--- config.mk ---
export PLATFORM = sky130hd
export DESIGN_NAME = cicc_norm
export DESIGN_NICKNAME = d
export VERILOG_FILES = /design/src/rtl/cicc_pkg.sv /design/src/rtl/cicc_norm.sv
export SDC_FILE = /design/constraint.sdc
export NUM_CORES = 2
export LEC_CHECK = 0
export BUFFER_PORTS_ARGS = -buffer_cell sky130_fd_sc_hd__buf_2
export CORE_MARGIN = 3
export CORE_UTILIZATION = 52
export CTS_CLUSTER_SIZE = 40
export DETAILED_ROUTE_END_ITERATION = 10
export PLACE_DENSITY = 0.66
export SKIP_CTS_REPAIR_TIMING = 1
export SLEW_MARGIN = 25
export SYNTH_ARGS = -nofsm -noshare
export SYNTH_HDL_FRONTEND = slang
export SYNTH_SLANG_ARGS = --single-unit
--- constraint.sdc ---
create_clock -name clk_i -period 8.7 [get_ports clk_i]
set_input_delay 1.74 -clock clk_i [delete_from_list [all_inputs] [get_ports clk_i]]
set_output_delay 1.74 -clock clk_i [all_outputs]
set_load 0.02 [all_outputs]
--- src/rtl/cicc_pkg.sv ---
// Shared types, codes and constants of the circle immersed-boundary cell classifier.
// No dependencies; every other file imports this package.
`timescale 1ns / 1ps
`default_nettype none
package cicc_pkg;

  localparam int INDEX_BITS_DEF = 12;
  localparam int SQRT_STAGES    = 32;
  localparam int DIV_STAGES     = 15;
  localparam int Q214_ONE       = 16384;

  typedef enum logic [1:0] {
    KIND_FLUID = 2'd0,
    KIND_BODY  = 2'd1,
    KIND_GHOST = 2'd2
  } cell_kind_e;

  typedef enum logic [2:0] {
    CFG_CENTER_X     = 3'd0,
    CFG_CENTER_Y     = 3'd1,
    CFG_RADIUS       = 3'd2,
    CFG_CELL_WIDTH_X = 3'd3,
    CFG_CELL_WIDTH_Y = 3'd4,
    CFG_GHOST_X      = 3'd5,
    CFG_GHOST_Y      = 3'd6
  } cfg_idx_e;

  typedef struct packed {
    logic signed [31:0] center_x;
    logic signed [31:0] center_y;
    logic [30:0]        radius;
    logic [30:0]        width_x;
    logic [30:0]        width_y;
    logic [3:0]         ghost_x;
    logic [3:0]         ghost_y;
  } geom_cfg_t;

  typedef struct packed {
    cell_kind_e  kind;
    logic [31:0] ax;
    logic [31:0] ay;
    logic        neg_x;
    logic        neg_y;
    logic        last;
  } tag_t;

  typedef struct packed {
    cell_kind_e         kind;
    logic [30:0]        wall;
    logic signed [15:0] nx;
    logic signed [15:0] ny;
    logic               last;
  } result_t;

endpackage
`default_nettype wire

--- src/rtl/cicc_norm.sv ---
// Unit normal by pipelined restoring division, wall distance and result register.
// One quotient bit per division stage for both axes; depends on cicc_pkg.
`timescale 1ns / 1ps
`default_nettype none
module cicc_norm import cicc_pkg::*; (
  input  wire logic        clk_i,
  input  wire logic        rst_ni,
  input  wire logic        en_i,
  input  wire logic [30:0] radius_i,
  input  wire logic        valid_i,
  input  wire tag_t        tag_i,
  input  wire logic [31:0] root_i,
  output logic             valid_o,
  output result_t          res_o
);

  localparam int NS = DIV_STAGES + 1;

  logic [47:0]           remx_q [NS];
  logic [47:0]           remy_q [NS];
  logic [DIV_STAGES-1:0] qx_q   [NS];
  logic [DIV_STAGES-1:0] qy_q   [NS];
  logic [31:0]           d_q    [NS];
  tag_t                  tag_q  [NS];
  logic [NS:0]           vld_q;
  result_t               out_q;

  logic [47:0]           remx_d [NS];
  logic [47:0]           remy_d [NS];
  logic [DIV_STAGES-1:0] qx_d   [NS];
  logic [DIV_STAGES-1:0] qy_d   [NS];

  always_comb begin
    logic [47:0] dsh;
    remx_d[0] = {1'b0, tag_i.ax, 15'd0} + 48'(root_i);
    remy_d[0] = {1'b0, tag_i.ay, 15'd0} + 48'(root_i);
    qx_d[0]   = '0;
    qy_d[0]   = '0;
    for (int k = 1; k < NS; k++) begin
      dsh       = {15'd0, d_q[k-1], 1'b0} << 4'(DIV_STAGES - k);
      remx_d[k] = remx_q[k-1];
      remy_d[k] = remy_q[k-1];
      qx_d[k]   = qx_q[k-1];
      qy_d[k]   = qy_q[k-1];
      if (remx_q[k-1] >= dsh) begin
        remx_d[k] = remx_q[k-1] - dsh;
        qx_d[k][DIV_STAGES-k] = 1'b1;
      end
      if (remy_q[k-1] >= dsh) begin
        remy_d[k] = remy_q[k-1] - dsh;
        qy_d[k][DIV_STAGES-k] = 1'b1;
      end
    end
  end

  function automatic logic signed [15:0] fmt(logic [DIV_STAGES-1:0] q, logic neg);
    logic [15:0] m;
    m = (q > DIV_STAGES'(Q214_ONE)) ? 16'(Q214_ONE) : 16'(q);
    return neg ? $signed(-m) : $signed(m);
  endfunction

  logic ghost, zero;
  assign ghost = tag_q[NS-1].kind == KIND_GHOST;
  assign zero  = !ghost || (d_q[NS-1] == 32'd0);

  always_ff @(posedge clk_i) begin
    if (en_i) begin
      for (int k = 0; k < NS; k++) begin
        remx_q[k] <= remx_d[k];
        remy_q[k] <= remy_d[k];
        qx_q[k]   <= qx_d[k];
        qy_q[k]   <= qy_d[k];
        d_q[k]    <= (k == 0) ? root_i : d_q[(k == 0) ? 0 : k - 1];
        tag_q[k]  <= (k == 0) ? tag_i : tag_q[(k == 0) ? 0 : k - 1];
      end
      out_q.kind <= tag_q[NS-1].kind;
      out_q.last <= tag_q[NS-1].last;
      out_q.wall <= ghost ? radius_i - d_q[NS-1][31:1] : 31'd0;
      out_q.nx   <= zero ? 16'sd0 : fmt(qx_q[NS-1], tag_q[NS-1].neg_x);
      out_q.ny   <= zero ? 16'sd0 : fmt(qy_q[NS-1], tag_q[NS-1].neg_y);
    end
  end

  always_ff @(posedge clk_i or negedge rst_ni) begin
    if (!rst_ni) begin
      vld_q <= '0;
    end else if (en_i) begin
      vld_q <= {vld_q[NS-1:0], valid_i};
    end
  end

  assign valid_o = vld_q[NS];
  assign res_o   = out_q;

endmodule
`default_nettype wire

==> metrics <==
Sum Neg Setup Slack=0 ns; Post-Route WL=385 mm; worst path bufs/invs=2; Slew headroom=0.196; total track usage=0.292; Max stage delay cell, worst path=a311oi_1; Vias=98,600; worst-path cell chain=inv_1, ha_1, fa_1, nor2b_1, o21ai_0, a21boi_0, o31ai_1, a31oi_1, a311oi_1, nor4_1, or4_2, buf_4, o31ai_1, nor4_1, xor2_1; Leak Pwr=roughly 57 nW; Port Buffers=202; average routed wire per standard cell=~24 µm; Final setup viols=0; measured slew at the worst slew-check pin=1.21 ns; Crit path max-delay family=compound AO/OA/AOI/OAI gates; gpl congestion=~0.97; global route overflow=0; reg2reg start=d_q[11][4]$_DFFE_PP_; chip width=508 µm; Initial DRC Count=9,443; register area=62,600 µm²; final number of hold-violating endpoints=0; multi-input logic area=approximately 64,000 µm²; largest net degree at the start of global routing=between 150 and 200; Non-Filler Instances=approximately 16,000; Synth Cell Area=131,000 µm²; CTS buffer count=224; fin crit period=5.25 ns; Hold Slack=around 0.40 ns; clk slew on worst S/H paths=0.06 ns; critical path type=register to register; worst endpoint data arrival time=5.88 ns; core area=250,000 µm²; reg-to-reg setup timing slack=between 3 and 4 ns; Fillers=about 21,000; post-route clock skew=around 0.12 ns; synth top area cells=edfxtp_1 47%, ha_1 9.7%, a21oi_1 4.6%; Required @ worst endpoint=9.33 ns; Pwr per Cell Area=354 nW/µm²; crit path from=d_q[11][4]$_DFFE_PP_; CP startpoint kind=register; Syn Inst Count=12,600; sequential share of the synthesized area=0.478; Synth area leader=edfxtp_1; EDFF count, synth=2,070; # IOs=between 200 and 250; Post-DRT Antenna Nets=0; first-pass GRT wire length=579 mm; Max Root-Sink Buffers=3; CTS tree=yes; initial antenna violation count=10; Rows=183; clk_lat worst skew=0.95 ns; worst-path maximum fanout=between 50 and 60; share of cells above drive strength 1=0.0749; Syn. warnings=0; crit path capture type=register; RSZ-0062 raised after global routing=false; Slew Viols, Final=0; status=complete, no violations; crit-path max cell delay=0.89 ns; Die H=508 µm; Max Cap Viol=0; DRT Pass-1 Iters=6; Synthesized Nets=13,800; post-DP HPWL=~300 mm; placed cells=15,900; maximum vdd drop=0.227 mV; synthesized area per cell=10.4 µm²; clk root buf=clkbuf_16; vias in the first global route=96,200; Top FF cell, synth=edfxtp_1; Netlist cell types=around 110; worst hold path type=register to register; Yosys reg bits=2,087; Max H-tree Level=4; final critical-path share of the clock period=0.603; # clock sinks=approximately 2,100; area delta synth->final=9.54%; worst slack at placement=approximately 3.3 ns; die area=between 200,000 and 300,000 µm²; number of remaining DRC errors=0; Synth top area share=0.475; fin worst setup slack=3.45 ns; Max Clk Rate=0.191 GHz; Pwr Total=between 50 and 60 mW; fraction of registers with async set/reset=0.00815; Initial Util=0.525; Nets=14,000; hold path startpoint=qx_q[0][116]$_DFFE_PP_; Vias/cell=a little over 6
[where the power goes]
group          leakage, nW  internal (mW)  switching (mW)
Clock                 3.70           5.68            4.16
Combinational         33.1           9.43            13.9
Sequential            20.2           15.2            2.43
Total                 57.1           30.3            20.5
[cell type report]
class	count	area share
flip-flops and latches	2087	0.436
clock buffers	268	0.0405
diodes	13	0.000227
clock inverters	148	0.0133
repair buffers	280	0.0121
well taps	3330	0.0290
inverters	786	0.0206
multi-input cells	9401	0.448
[Yosys cell counts (54+ instances only)]
| cell | number |
|---|---|
| a211oi_1 | 89 |
| a21o_1 | 580 |
| a21oi_1 | 1193 |
| a31oi_1 | 91 |
| and3_1 | 100 |
| clkbuf_1 | 281 |
| edfxtp_1 | 2070 |
| ha_1 | 1011 |
| inv_1 | 783 |
| mux2_2 | 198 |
| nand2_1 | 1000 |
| nand2b_1 | 165 |
| nand3_1 | 237 |
| nand4_1 | 192 |
| nor2_1 | 954 |
| nor2b_1 | 160 |
| nor3_1 | 212 |
| nor4_1 | 121 |
| o211ai_1 | 54 |
| o21a_1 | 122 |
| o21ai_0 | 855 |
| o21bai_1 | 139 |
| o31ai_1 | 69 |
| or3_1 | 66 |
| xnor2_1 | 611 |
| xor2_1 | 460 |
[cell usage in the layout, fill, tap and decap left out, types with 68 or more instances in the layout]
| cell type | count |
|---|---|
| o21a_1 | 121 |
| xor2_1 | 460 |
| nand4_1 | 192 |
| nand2b_1 | 165 |
| nor3_1 | 211 |
| mux2_2 | 198 |
| a21o_1 | 580 |
| nand3_1 | 235 |
| buf_2 | 201 |
| o31ai_1 | 68 |
| o21ai_0 | 853 |
| nand2_1 | 999 |
| ha_1 | 1011 |
| a21oi_1 | 1189 |
| xnor2_1 | 611 |
| clkbuf_16 | 224 |
| a31oi_1 | 89 |
| nor2b_1 | 160 |
| a211oi_1 | 87 |
| inv_1 | 782 |
| nor2_1 | 953 |
| and3_1 | 99 |
| nor4_1 | 118 |
| o21bai_1 | 139 |
| buf_4 | 68 |
| edfxtp_1 | 2070 |
[registers in the layout, summed over array words and instances, names as in the netlist]
signal  cells
tag_q      80
d_q       512
qy_q      120
qx_q      120
res_o      66
remx_q    586
remy_q    586
vld_q      17
[worst paths after layout]
kind,endpoint,cells after the start
setup / recovery,remy_q[1][231]$_DFFE_PP_,15
hold / removal,qx_q[1][11]$_DFFE_PP_,0
setup reg to reg,remy_q[1][231]$_DFFE_PP_,15
hold reg to reg,qx_q[1][11]$_DFFE_PP_,0
max in group asynchronous,vld_q[9]$_DFFE_PN0P_,1
min in group asynchronous,vld_q[15]$_DFFE_PN0P_,1
[worst reg2reg max path: cells and delay by family, from the launching register on]
family          cells  cell delay, ns
compound gates      6            2.32
simple gates        4            1.01
fa+ha+maj           2            0.53
buf+inv             2            0.50
flops               1            0.43
xor+xnor            1            0.17
[stage by stage]
stage           util  cell area [µm²]
4_1_cts        0.574           143000
6_report       0.575           143000
3_5_place_dp   0.544           136000
2_1_floorplan      -           131000
5_1_grt        0.575           143000
3_3_place_gp   0.543           136000
[metal layers]
| layer | routed length [µm] | global-route usage | vias to the layer above |
|---|---|---|---|
| met2 | 183000 | 0.492 | 3346 |
| met3 | 21400 | 0.0372 | 690 |
| li1 | - | - | 47100 |
| met5 | 30 | 0 | - |
| met4 | 17900 | 0.121 | 4 |
| met1 | 162000 | 0.379 | 47500 |
[cell families (layout without fill, tap and decap cells)]
| kind of cell | after synthesis | count (layout) | share of synthesized area |
|---|---|---|---|
| AOI/OAI and AO/OA | 3612 | 3612 | 0.171 |
| xor gates and xnor gates | 1071 | 1071 | 0.0716 |
| adders and majority gates | 1042 | 1042 | 0.101 |
| buffers and inverters | 1146 | 1482 | 0.0333 |
| DFF | 2087 | 2087 | 0.478 |
| muxes | 209 | 209 | 0.0179 |
| other | 0 | 13 | 0 |
| and+or+nand+nor | 3467 | 3467 | 0.127 |
No activity file was read; power rests on OpenSTA's default activity.
